--- config.mk ---
export PLATFORM = sky130hd
export DESIGN_NAME = ordered_list_append_delete_core_flat
export DESIGN_NICKNAME = d
export VERILOG_FILES = /design/src/hw/rtl/olad_pkg.sv /design/src/hw/rtl/olad_req_if.sv /design/src/hw/rtl/olad_rsp_if.sv /design/src/hw/rtl/ordered_list_append_delete_core.sv /design/src/hw/rtl/olad_cell.sv /design/src/flat_wrapper.sv
export SDC_FILE = /design/constraint.sdc
export NUM_CORES = 1
export LEC_CHECK = 0
export CORE_MARGIN = 2
export CORE_UTILIZATION = 30
export DETAILED_ROUTE_END_ITERATION = 16
export DONT_BUFFER_PORTS = 1
export PLACE_DENSITY = 0.51
export SLEW_MARGIN = 20
export SYNTH_ARGS = -nofsm -noshare
export SYNTH_HDL_FRONTEND = slang
export SYNTH_HIERARCHICAL = 1
export SYNTH_SLANG_ARGS = --single-unit
--- constraint.sdc ---
create_clock -name clk -period 6.7 [get_ports clk]
set_clock_uncertainty 0.15 [all_clocks]
set_input_delay 0.335 -clock clk [delete_from_list [all_inputs] [get_ports clk]]
set_output_delay 0.335 -clock clk [all_outputs]
set_load 0.01 [all_outputs]
--- src/hw/rtl/olad_pkg.sv ---
// Shared types and constants for the ordered list append/delete block.
// Used by the cell, the request/response interfaces and the top level.
`default_nettype none
package olad_pkg;

  localparam int DEPTH   = 16;
  localparam int IDX_W   = (DEPTH > 1) ? $clog2(DEPTH) : 1;
  localparam int CNT_W   = $clog2(DEPTH + 1);
  localparam int VALUE_W = 32;
  localparam int STAT_W  = 3;
  localparam int POS_W   = 4;
  localparam int ECNT_W  = 5;

  typedef enum logic [STAT_W-1:0] {
    ST_APPENDED  = 3'd0,
    ST_FULL      = 3'd1,
    ST_DELETED   = 3'd2,
    ST_NOT_FOUND = 3'd3,
    ST_EMPTY     = 3'd4
  } status_t;

  typedef enum logic {
    ACT_APPEND = 1'b0,
    ACT_DELETE = 1'b1
  } action_t;

  // Per-cell control from the top level
  typedef struct packed {
    logic valid;  // cell holds a list entry
    logic load;   // write the request value into this cell
    logic del;    // a delete request is being accepted
  } cell_ctrl_t;

endpackage
`default_nettype wire

--- src/hw/rtl/olad_req_if.sv ---
// Request channel of the ordered list block: valid/ready plus action and value.
// Depends on olad_pkg for field widths.
`default_nettype none
interface olad_req_if;
  logic                              valid;
  logic                              ready;
  logic                              action;
  logic signed [olad_pkg::VALUE_W-1:0] value;

  modport source (output valid, output action, output value, input ready);
  modport sink   (input valid, input action, input value, output ready);
endinterface
`default_nettype wire

--- src/hw/rtl/olad_rsp_if.sv ---
// Response channel of the ordered list block: valid/ready plus status fields.
// Depends on olad_pkg for field widths.
`default_nettype none
interface olad_rsp_if;
  logic                          valid;
  logic                          ready;
  logic [olad_pkg::STAT_W-1:0]   status;
  logic [olad_pkg::POS_W-1:0]    position;
  logic [olad_pkg::ECNT_W-1:0]   entry_count;

  modport source (output valid, output status, output position, output entry_count,
                  input ready);
  modport sink   (input valid, input status, input position, input entry_count,
                  output ready);
endinterface
`default_nettype wire

--- src/hw/rtl/ordered_list_append_delete_core.sv ---
// Top level of the ordered list block: row of olad_cell, count and response register.
// Depends on olad_pkg, olad_req_if, olad_rsp_if and olad_cell.
`default_nettype none
//
//   channel | direction | payload                           | handshake
//   --------+-----------+-----------------------------------+-------------
//   req     | in        | action, value                     | valid/ready
//   rsp     | out       | status, position, entry_count     | valid/ready
//
// Every request is resolved in a single pass: all cells compare against the value
// in parallel, a found flag ripples down the row, and cells at and past the
// first match take their neighbor's entry in the same edge. One request per
// cycle while rsp is taken; the single response register sets the rate.
// Reset clears the entry count and the response valid; cell contents stay
// undefined and are never read until written. A stalled rsp holds its
// response and backpressures req until it is taken.
module ordered_list_append_delete_core (
  input  wire logic clk,
  input  wire logic rst,
  olad_req_if.sink   req,
  olad_rsp_if.source rsp
);

  localparam int DEPTH = olad_pkg::DEPTH;
  localparam int IDX_W = olad_pkg::IDX_W;
  localparam int CNT_W = olad_pkg::CNT_W;

  logic [CNT_W-1:0]             count;
  logic [CNT_W-1:0]             count_next;
  logic                         fire;
  logic                         full;
  logic                         is_delete;
  logic [DEPTH:0]               found;
  logic [DEPTH-1:0]             hit;
  logic [olad_pkg::VALUE_W-1:0] cell_data [DEPTH];
  olad_pkg::cell_ctrl_t         ctrl [DEPTH];
  logic [IDX_W-1:0]             hit_pos;

  logic                         rsp_valid;
  olad_pkg::status_t            rsp_status;
  olad_pkg::status_t            status_next;
  logic [olad_pkg::POS_W-1:0]   rsp_position;
  logic [olad_pkg::ECNT_W-1:0]  rsp_entry_count;

  // Accept whenever the response slot is free or being drained
  assign req.ready = !rsp_valid || rsp.ready;
  assign fire      = req.valid && req.ready;
  assign full      = (count == CNT_W'(DEPTH));
  assign is_delete = (req.action == olad_pkg::ACT_DELETE);
  assign found[0]  = 1'b0;

  // Row of cells; found ripples from head to tail
  for (genvar i = 0; i < DEPTH; i++) begin : g_cell
    assign ctrl[i].valid = (CNT_W'(i) < count);
    assign ctrl[i].load  = fire && !is_delete && !full && (CNT_W'(i) == count);
    assign ctrl[i].del   = fire && is_delete;

    olad_cell u_cell (
      .clk       (clk),
      .ctrl      (ctrl[i]),
      .value     (req.value),
      .next_data ((i == DEPTH - 1) ? cell_data[i] : cell_data[(i + 1) % DEPTH]),
      .found_in  (found[i]),
      .found_out (found[i+1]),
      .hit       (hit[i]),
      .data      (cell_data[i])
    );
  end

  // At most one hit bit is set: encode it by OR-ing indexes
  always_comb begin
    hit_pos = '0;
    for (int i = 0; i < DEPTH; i++) begin
      if (hit[i]) begin
        hit_pos = hit_pos | IDX_W'(i);
      end
    end
  end

  // Decide status and next count
  always_comb begin
    count_next  = count;
    status_next = olad_pkg::ST_APPENDED;
    if (!is_delete) begin
      if (full) begin
        status_next = olad_pkg::ST_FULL;
      end else begin
        count_next  = count + CNT_W'(1);
      end
    end else if (count == '0) begin
      status_next = olad_pkg::ST_EMPTY;
    end else if (found[DEPTH]) begin
      status_next = olad_pkg::ST_DELETED;
      count_next  = count - CNT_W'(1);
    end else begin
      status_next = olad_pkg::ST_NOT_FOUND;
    end
  end

  // Count and response valid
  always_ff @(posedge clk) begin
    if (rst) begin
      count     <= '0;
      rsp_valid <= 1'b0;
    end else begin
      if (fire) begin
        count     <= count_next;
        rsp_valid <= 1'b1;
      end else if (rsp.ready) begin
        rsp_valid <= 1'b0;
      end
    end
  end

  // Response payload: hold until the next accepted request
  always_ff @(posedge clk) begin
    if (fire) begin
      rsp_status      <= status_next;
      rsp_position    <= (status_next == olad_pkg::ST_DELETED) ?
                         olad_pkg::POS_W'(hit_pos) : '0;
      rsp_entry_count <= olad_pkg::ECNT_W'(count_next);
    end
  end

  assign rsp.valid       = rsp_valid;
  assign rsp.status      = rsp_status;
  assign rsp.position    = rsp_position;
  assign rsp.entry_count = rsp_entry_count;

`ifndef SYNTHESIS
  a_count_bound : assert property (@(posedge clk) disable iff (rst)
    count <= CNT_W'(DEPTH))
    else $error("entry count exceeds depth");

  a_hit_onehot : assert property (@(posedge clk) disable iff (rst)
    $onehot0(hit))
    else $error("more than one cell claims first match");

  a_append_grows : assert property (@(posedge clk) disable iff (rst)
    fire && !is_delete && !full |=> count == $past(count) + CNT_W'(1))
    else $error("append did not grow the list");

  a_delete_shrinks : assert property (@(posedge clk) disable iff (rst)
    fire && is_delete && found[DEPTH] |=> count == $past(count) - CNT_W'(1))
    else $error("delete did not shrink the list");
`endif

endmodule
`default_nettype wire

--- src/hw/rtl/olad_cell.sv ---
// One list cell: holds an entry, compares it to the request value and
// shifts in its right neighbor's entry when a delete closes a gap. Uses olad_pkg.
`default_nettype none
module olad_cell (
  input  wire logic                          clk,
  input  wire olad_pkg::cell_ctrl_t          ctrl,
  input  wire logic [olad_pkg::VALUE_W-1:0]  value,
  input  wire logic [olad_pkg::VALUE_W-1:0]  next_data,
  input  wire logic                          found_in,
  output logic                               found_out,
  output logic                               hit,
  output logic [olad_pkg::VALUE_W-1:0]       data
);

  logic match;

  assign match     = ctrl.del && ctrl.valid && (data == value);
  assign hit       = match && !found_in;
  assign found_out = found_in || match;

  always_ff @(posedge clk) begin
    if (ctrl.load) begin
      data <= value;
    end else if (ctrl.del && (found_in || match)) begin
      data <= next_data;
    end
  end

endmodule
`default_nettype wire
--- src/flat_wrapper.sv ---
// flat-port wrapper written by rule: the top's interface ports become plain ports
module ordered_list_append_delete_core_flat 
  (clk, rst, req_valid, req_action, req_value, req_ready, rsp_valid, rsp_status, rsp_position, rsp_entry_count, rsp_ready);
  olad_req_if req_i ();
  olad_rsp_if rsp_i ();
  input  wire logic clk;
  input  wire logic rst;
  input wire logic [$bits(req_i.valid)-1:0] req_valid;
  input wire logic [$bits(req_i.action)-1:0] req_action;
  input wire logic [$bits(req_i.value)-1:0] req_value;
  output wire logic [$bits(req_i.ready)-1:0] req_ready;
  output wire logic [$bits(rsp_i.valid)-1:0] rsp_valid;
  output wire logic [$bits(rsp_i.status)-1:0] rsp_status;
  output wire logic [$bits(rsp_i.position)-1:0] rsp_position;
  output wire logic [$bits(rsp_i.entry_count)-1:0] rsp_entry_count;
  input wire logic [$bits(rsp_i.ready)-1:0] rsp_ready;
  assign req_i.valid = req_valid;
  assign req_i.action = req_action;
  assign req_i.value = req_value;
  assign req_ready = req_i.ready;
  assign rsp_valid = rsp_i.valid;
  assign rsp_status = rsp_i.status;
  assign rsp_position = rsp_i.position;
  assign rsp_entry_count = rsp_i.entry_count;
  assign rsp_i.ready = rsp_ready;
  ordered_list_append_delete_core u_core (.clk(clk), .rst(rst), .req(req_i), .rsp(rsp_i));
endmodule
# Word level (Yosys, flattened, before mapping)
# Index checks and enable logic that the tools add are counted.
# classes
n_addsub	2
magnitude_cmp	16
n_eq_ne	33
muxes	55
n_reduce_logical	133
# ops
cell	n
two-way mux 32 bit	30
equality test 32 bit	16
logical AND 1 bit	82
equality test 4 x 5 -> 1 bit, first input constant	8
less-than comparator 4 x 5 -> 1 bit, first input constant	8
two-way mux 4 bit	8
nonzero test 2 bit	16
equality test 3 x 5 -> 1 bit, first input constant	4
less-than comparator 3 x 5 -> 1 bit, first input constant	4
two-way mux 5 bit	4
logical NOT 1 bit	18
two-way mux 3 bit	6
logical OR 1 bit	16
equality test 2 x 5 -> 1 bit, first input constant	2
less-than comparator 1 x 5 -> 1 bit, first input constant	2
less-than comparator 2 x 5 -> 1 bit, first input constant	2
adder 5 x 1 -> 5 bit, second input constant	1
equality test 1 x 5 -> 1 bit, first input constant	1
equality test 5 bit, second input constant	1
logical NOT 5 bit	1
two-way mux 1 bit	5
subtractor 5 x 1 -> 5 bit, second input constant	1
two-way mux 2 bit	2
equality test 3 x 2 -> 1 bit, second input constant	1
# totals
regBits	530
output_inout_bits	14

# Logic depth before layout (Yosys ltp)
# Gate-level depths: netlist of the first run.
# depth
depth_word	25
mapped_depth	26
ltp_nobuf	26

# Hierarchy
# Netlist of the first run, hierarchy kept.
# modules_own_cells
mod	n_inst	cells_each	area_per_inst_um2
olad_cell	16	118	1730.4
ordered_list_append_delete_core	1	160	1335.0

# Worst setup path after synthesis of the first run
# No wires, ideal clock.
# synth_path
path_kind	in2reg
start	input port rsp_ready
end	register u_core/g_cell[15].u_cell/data[0] (netlist name), enable pin
setup_time_ns	0.389
arrival_time_ns	5.020
required_ns	6.161
slack_ns	1.141
stages	23
n_path_buf	0
path_cell_list	nand2b_1 > nand2_2 > nor2_1 > nand3_1 > nor4_2 > nand4_1 > nand2b_1 > nand2b_1 > nand2b_1 > nand2b_1 > nand2b_1 > nand2b_1 > nand2b_1 > nand2b_1 > nand2b_1 > nand2b_1 > nand2b_1 > nand2b_1 > nand2b_1 > nand2b_1 > nand2b_1 > a21oi_1 > nand2_1
# synth_between
elab_chain_cells	5
# synth_rtl
item	line_no	text
start, declared	flat_wrapper.sv:16	input wire logic [$bits(rsp_i.ready)-1:0] rsp_ready;
logical OR 1 bit	ordered_list_append_delete_core.sv:46	assign req.ready = !rsp_valid || rsp.ready;
logical AND 1 bit	ordered_list_append_delete_core.sv:47	assign fire = req.valid && req.ready;
logical AND 1 bit (3 in series)	ordered_list_append_delete_core.sv:55	assign ctrl[i].load = fire && !is_delete && !full && (CNT_W'(i) == count);
end signal, assigned	olad_cell.sv:23	data <= value;
end signal, assigned	olad_cell.sv:25	data <= next_data;
end, declared	olad_cell.sv:12	output logic [olad_pkg::VALUE_W-1:0] data
# Every way passes these cells.
# A chain may end at the register's enable or synchronous reset.

==> results of run 1 <==
-- what timing repair did --
item                                   in CTS  in global routing
hold buffers                               37                  0
setup endpoints to repair                   0                  1
gates resized for setup                     0                  1
endpoints found under the hold margin     529                  0
-- final cells by class --
type                            count  share of cell area
Clock buffer                       86             0.04926
Multi-Input combinational cell   1437              0.3931
Inverter                            7           0.0008050
Clock inverter                     17            0.003910
Sequential cell                   530              0.4858
Timing Repair Buffer               67             0.01825
Tap cell                         1276             0.04891
-- cells in the final DEF (no fill, tap or decap), types with 24 or more instances in the layout --
cell type and count:
sky130_fd_sc_hd__mux2_2 512, sky130_fd_sc_hd__edfxtp_1 524, sky130_fd_sc_hd__clkbuf_1 24, sky130_fd_sc_hd__nand2_1 31, sky130_fd_sc_hd__xor2_1 50, sky130_fd_sc_hd__buf_4 30, sky130_fd_sc_hd__dlygate4sd3_1 37, sky130_fd_sc_hd__xnor2_1 465
sky130_fd_sc_hd__clkbuf_16 59, sky130_fd_sc_hd__nand4_1 145, sky130_fd_sc_hd__nor2_1 62
-- path summary, 6_finish.rpt --
path	startpoint	slack (ps)	end
min	rsp_ready	20	u_core/rsp.valid
min reg2reg	u_core/count[1]	450	u_core/count[1]
max	req_action	520	u_core/count[4]
max reg2reg	u_core/rsp.valid	590	u_core/count[4]
-- layer usage --
layer | part of all wire | global-route usage | vias to the layer above
li1 | - | - | 7795
met1 | 0.50 | 0.2177 | 8171
met2 | 0.44 | 0.2226 | 289
met3 | 0.041 | 0.02237 | 73
met4 | 0.015 | 0.03160 | 0
met5 | 0 | 0 | -
-- power by group through the flow --
stage | logic [mW] | registers, mW | clock network (mW)
5_1_grt | 0.646 | 3.84 | 3.23
3_3_place_gp | 0.497 | 3.90 | 0
6_report | 0.592 | 3.83 | 3.01
4_1_cts | 0.594 | 3.83 | 3.10
3_5_place_dp | 0.502 | 3.90 | 0
2_1_floorplan | 0.418 | 3.88 | 0
-- worst max-delay path, stage by stage --
cell and delay [ps]:
sky130_fd_sc_hd__dlygate4sd3_1 870, sky130_fd_sc_hd__inv_1 270, sky130_fd_sc_hd__nor2_2 230, sky130_fd_sc_hd__buf_4 400
sky130_fd_sc_hd__nand3_1 170, sky130_fd_sc_hd__nor4_2 210, sky130_fd_sc_hd__nand4_1 170, sky130_fd_sc_hd__nand2b_1 160
sky130_fd_sc_hd__nand2b_1 160, sky130_fd_sc_hd__nand2b_1 180, sky130_fd_sc_hd__nand2b_1 160, sky130_fd_sc_hd__nand2b_1 150
sky130_fd_sc_hd__nand2b_1 190, sky130_fd_sc_hd__nand2b_1 180, sky130_fd_sc_hd__nand2b_1 180, sky130_fd_sc_hd__nand2b_1 170
sky130_fd_sc_hd__nand2b_1 160, sky130_fd_sc_hd__nand2b_1 150, sky130_fd_sc_hd__nand2b_1 160, sky130_fd_sc_hd__nand2b_1 170
sky130_fd_sc_hd__nand2b_1 330, sky130_fd_sc_hd__nor4bb_1 390, sky130_fd_sc_hd__xor2_1 170, sky130_fd_sc_hd__nand2_1 80
sky130_fd_sc_hd__a311oi_1 210, sky130_fd_sc_hd__dlygate4sd3_1 570
-- state kept, by name (all words and copies together) (netlist names) --
name and count:
u_core/count 5, u_core/g_cell.u_cell/data 512, u_core/rsp.entry_count 5, u_core/rsp.position 4
u_core/rsp.status 3, u_core/rsp.valid 1
-- through the flow --
stage               setup slack, ps    util  instance area (µm²)  hold slack (ps)
floorplan                      1176       -                29020            254.1
global placement               1178  0.3171                30530            257.6
detailed placement             1078  0.3171                30530            260.4
CTS                           643.1  0.3390                32640            1.517
global route                  59.27  0.3390                32640            14.12
finish                        524.8  0.3390                32640            20.77
==> impl.org, run 1 <==
** Outcome
- Result of the run :: finished, final reports clean

** Floorplanning
- Row Count :: 114
- Die width :: 315.0 µm
- For this configuration, the core starts out at a cell density of 0.3014.
- Standard cell core area :: 96280 µm²
- Overall die height :: 315.0 µm
- The die covers 99230 µm².
- 51 I/O pins were placed.

** Pwr
- Sequential fraction of design power :: 0.515
- Combinational power share :: 0.080
- Of the total power, the share spent switching nets is 0.2253.
- The share of total power dissipated in the clock network is 0.405.
- Summing internal, switching and leakage power gives 7.433 mW.
- Summed over all nets, the switching power comes to 1.674 mW.
- In this run the power density over the cells is 227.7 nW/µm².
- Internal power :: 5.758 mW
- VDD sags by at most 0.0001667 V.
- Leakage power total :: 9.712 nW

** Synthesis
- Synthesis produced 2047 cells.
- The average instance in the mapped netlist occupies 14.18 µm².
- The cell area that synthesis handed to floorplanning was 29020 µm².
- Synth Warn # :: 6

** Layout
- 0 antenna diodes ended up in the layout.
- Across the whole layout, storage elements account for 15860 µm².
- The final layout contains 2142 nets.
- Area taken by multi-input logic gates :: 12830 µm²
- Layout-stage area growth over the synthesis result :: 12.49%
- # fillers :: 9290
- Share of layout cells above drive strength 1 :: 0.3083
- Count of placed standard cells in the final layout, fillers left out :: 3420

** Clock tree
- Sink count of the clock tree :: 530
- TritonCTS built the clock tree.
- Reg clk slew, reported paths :: 60 ps
- The H-tree was split into 2 levels.
- Counting along the longest clock path gives a buffer depth of 3.
- Once the clock tree was built, the setup fixing pass inserted 0 buffers.
- In this run the clock root is driven by a sky130_fd_sc_hd__clkbuf_16.
- Num CTS Buffers :: 57
- Clock network latency to the later pin of the worst-skew pair :: 630 ps

** STA
- Worst Tran Pin Value :: 1067 ps
- Total count of max-transition violations in the final report :: 0
- Dividing the final minimum period by the clock period gives 0.9217.
- Counting I/O delays and the setup requirement, the final critical path takes 6175 ps.
- Setup violations remaining at the end of the flow were counted as 0.
- The number of hold-slack violations in the final timing report was 0.
- Setup repair after global routing left no endpoint under its margin.
- In this run the tightest slew margin relative to its limit is 0.2861.
- After routing, the total negative slack on setup checks comes to 0 ps.
- Maximum achievable frequency :: 161.9 MHz

** Setup path
- Measured in cells, the most critical reg-to-reg path has a length of 26.
- Of all nets on the critical path, the largest fanout is 30.
- STA puts the critical path data arrival time at 6590 ps.
- CP required :: 7120 ps
- STA classifies the critical path endpoint as a flop.
- Worst setup path category :: primary input to flop
- Crit start category :: primary input

** Detailed routing
- Number of DRC violations after detailed routing :: 0
- After detailed routing, the average wire length per cell comes to 21.12 µm.
- Number of vias per cell after detailed routing :: 4.774
- Detailed Route Iter0 Violations :: 1197
- Once detail routing completed, the nets flagged for antenna violations numbered 0.
- Summed over all layers, the routed wires come to 72220 µm.
- First-pass detailed-route iteration total :: 5
- Across all layers, the routed design uses 16330 vias.

** Placement
- The congestion estimate from routability-driven global placement came to 0.7954.
- In this run, placement finished with an instance count of 3280.
- During placement, the flow inserted port buffers numbering 0.
- The wire-length estimate of the detail-placed layout is 44640 µm.

** Min path
- Worst Hold Class :: primary input to flop
- Hold Path Cell Cnt :: 2

** GRT
- Number of antenna violations at the first check in global routing :: 0
- The first global-routing pass estimated 110100 µm of wire.
- Entering global routing, the biggest net connects 34 pins.
- For this run, the total global-route usage over all layers was measured as 0.1461.
- Number of global-route vias before repair :: 17120
- Summed over all layers, the global routing overflow is 0.

** Flow run
- Max-cap violations in this run came to 0.
Note: power is estimated with default switching activity, not from simulation.
==> inputs of run 2 (changes only) <==
--- a/config.mk
+++ b/config.mk
@@ -9,6 +9,7 @@
 export CORE_UTILIZATION = 30
 export DETAILED_ROUTE_END_ITERATION = 16
 export DONT_BUFFER_PORTS = 1
+export HOLD_SLACK_MARGIN = 0.15
 export PLACE_DENSITY = 0.51
 export SLEW_MARGIN = 20
 export SYNTH_ARGS = -nofsm -noshare
==> impl.org, run 2 (synthesis results as in run 1) <==
** Clock tree
- Clock network latency to the later pin of the worst-skew pair :: 630 ps (about the same)
- The number of buffers created by CTS came to 57 (unchanged).
- Clk Tree Root Cell :: sky130_fd_sc_hd__clkbuf_16
- TritonCTS clock tree :: yes
- The clock edge transition at the registers on the reported setup and hold paths came to 60 ps (about the same).
- Number of buffers between clock root and the deepest sink :: 3 (unchanged)
- H-tree depth reported by CTS :: 2 (unchanged)
- The clock sink count is 530 (unchanged).

** Detailed routing
- The final routed wire length divided by cell count was 21.12 µm (about the same).
- Number of antenna-violating nets in the routed design :: 0 (unchanged)
- The routed via count was 16410 (+0.51%).
- The via density per instance came to 4.797 (+0.49%).
- First-pass detailed-route iteration total :: 5 (unchanged)
- The total length of routed wires is 72240 µm (about the same).
- The detailed router's first-iteration violation count is 1189 (-0.67%).
- The detailed-route DRC error count was 0 (unchanged).

** STA
- The number of hold-slack violations in the final timing report was 0 (unchanged).
- The count of final max-slew check failures is 0 (unchanged).
- Final critical path time including I/O delays and setup :: 6210 ps (+35.18 ps)
- The worst-margin pin slew was 1044 ps (-23.56 ps).
- The relative slew slack was 0.3018 (+0.01576).
- Setup ws final :: 489.6 ps (-35.18 ps)
- Sum Neg Setup Slack :: 0 ps (unchanged)
- Maximum achievable frequency :: 161.0 MHz (-0.57%)
- Setup repair after global routing left no endpoint under its margin.
- The ratio of final minimum period to clock period came to 0.9269 (+0.005251).
- The final count of negative-setup-slack endpoints was 0 (unchanged).

** Floorplanning
- The core footprint is 96280 µm² (unchanged).
- The initial core utilization is 0.3014 (unchanged).
- The area enclosed by the die boundary was 99230 µm² (unchanged).
- Overall die height :: 315.0 µm (unchanged)
- Row Count :: 114 (unchanged)
- Num ports :: 51 (unchanged)
- The die span in x was 315.0 µm (unchanged).

** Layout
- Count of placed standard cells in the final layout, fillers left out :: 3421 (+0.029%)
- Leading cell types in the layout, fill and taps excluded :: sky130_fd_sc_hd__edfxtp_1, sky130_fd_sc_hd__mux2_2, sky130_fd_sc_hd__xnor2_1
- Layout-stage area growth over the synthesis result :: 12.52% (about the same)
- The sequential standard cell area is 15860 µm² (unchanged).
- Counting flops per register, the top entry is u_core/g_cell.u_cell/data.
- The number of diodes added for antenna fixing was 0 (unchanged).
- Flip-flop count of the largest register, all copies and words added :: 512 (unchanged)
- Area taken by multi-input logic gates :: 12830 µm² (unchanged)
- Leaving out fill and tap cells, the most frequent cell in the layout is sky130_fd_sc_hd__edfxtp_1.
- Post-layout nets :: 2143 (+0.047%)
- # fillers :: 9289 (-0.011%)
- Share of layout cells above drive strength 1 :: 0.3082 (about the same)

** Setup path
- Maximum fanout along the worst path :: 30 (unchanged)
- Crit start category :: primary input
- Worst endpoint data arrival time :: 6630 ps (+40 ps)
- Critical-path top delay cell :: sky130_fd_sc_hd__dlygate4sd3_1
- The logic depth of the worst register-to-register path is 26 (unchanged).
- The worst setup path is of the primary input to flop kind.
- In this design, the largest share of critical-path delay is due to simple AND/OR/NAND/NOR gates.
- The cell that appears most often on the critical path is sky130_fd_sc_hd__nand2b_1.
- The required time at the endpoint of the critical path came to 7120 ps (about the same).
- Crit path buf inv count :: 4 (unchanged)
- The biggest cell delay along the critical path was 900 ps (+30 ps).
- STA classifies the critical path endpoint as a flop.
- Cell depth of the worst setup path :: 26 (unchanged)

** Placement
- The count of port buffers added during placement is 0 (unchanged).
- Half-perimeter wire length of the detailed placement result :: 44640 µm (unchanged)
- The number of cells after detailed placement is 3280 (unchanged).
- The final weighted congestion in routability-driven placement came to 0.7954 (unchanged).
- Worst slack at placement :: 1078 ps (unchanged)

** GRT
- Number of antenna violations at the first check in global routing :: 0 (unchanged)
- Global-route wire length before repair :: 110100 µm (unchanged)
- The aggregate global routing overflow is 0 (unchanged).
- Total track usage :: 0.1461 (unchanged)
- Number of global-route vias before repair :: 17120 (+0.023%)
- The pin count of the biggest net entering global routing was 34 (unchanged).

** Flow run
- Count of maximum capacitance violations :: 0 (unchanged)

** Pwr
- Leakage power total :: 9.716 nW (about the same)
- Pwr Density :: 227.7 nW/µm² (about the same)
- Max VDD drop :: 0.0001677 V (+0.62%)

** Outcome
- Result of the run :: finished, final reports clean

** Min path
- The tightest min-delay check is of the primary input to flop type.
- The cell depth of the worst hold path came to 5 (+3).
-- run 2: cell types whose count changed in the layout (fill, tap and decap cells not counted) --
cell	before	now
sky130_fd_sc_hd__dlygate4sd3_1	37	38
-- run 2: layer usage --
| metal | routed length (µm) | global-route usage | share of wire |
|---|---|---|---|
| met4 | 1103 | 0.03160 | 0.015 |
| met2 | 31880 | 0.2226 | 0.44 |
| met1 | 36150 | 0.2177 | 0.50 |
| met3 | 3119 | 0.02237 | 0.043 |
| met5 | 0 | 0 | 0 |
-- run 2: final timing paths --
path	from	endpoint	slack (ps)
max	req_action	u_core/count[4]	490
min	req_value[29]	u_core/g_cell[3].u_cell/data[26]	190
max reg2reg	u_core/rsp.valid	u_core/count[4]	590
min reg2reg	u_core/count[1]	u_core/count[1]	450
-- run 2: report_power, final --
group	internal (mW)	leakage (nW)	total, mW	switching (mW)
logic	0.283	4.00	0.592	0.309
clock network	1.72	0.843	3.01	1.30
registers	3.76	4.87	3.83	0.0698
-- run 2: stage by stage --
step | hold slack, ps | util | instance area (µm²) | power [mW]
2_1_floorplan | 254.1 | - | 29020 | 4.297
3_3_place_gp | 257.6 | 0.3171 | 30530 | 4.395
3_5_place_dp | 260.4 | 0.3171 | 30530 | 4.402
4_1_cts | 160.6 | 0.3391 | 32650 | 7.522
5_1_grt | 223.9 | 0.3391 | 32650 | 7.713
6_report | 192.5 | 0.3391 | 32650 | 7.433
-- run 2: layout make-up --
| type | instances | share of cell area |
|---|---|---|
| clock buffers | 86 | 0.04924 |
| clock inverters | 17 | 0.003909 |
| inverters | 7 | 0.0008047 |
| multi-input cells | 1437 | 0.3930 |
| flip-flops and latches | 530 | 0.4856 |
| well taps | 1276 | 0.04890 |
| repair buffers | 68 | 0.01855 |
-- run 2: repair_timing --
| action | 4_1_cts | 5_1_grt |
|---|---|---|
| buffers inserted | 0 | 0 |
| endpoints found under the setup margin | 0 | 1 |
| hold buffers | 38 | 0 |
| resized for setup | 0 | 1 |
| hold endpoints to repair | 530 | 0 |
-- run 2: worst reg2reg max path: cells and delay by family, from the launching register on --
| kind | cells | cell delay [ps] |
|---|---|---|
| simple gates | 22 | 4260 |
| buf+inv | 2 | 950 |
| flops | 1 | 350 |
| compound gates | 1 | 210 |
| xor+xnor | 1 | 180 |
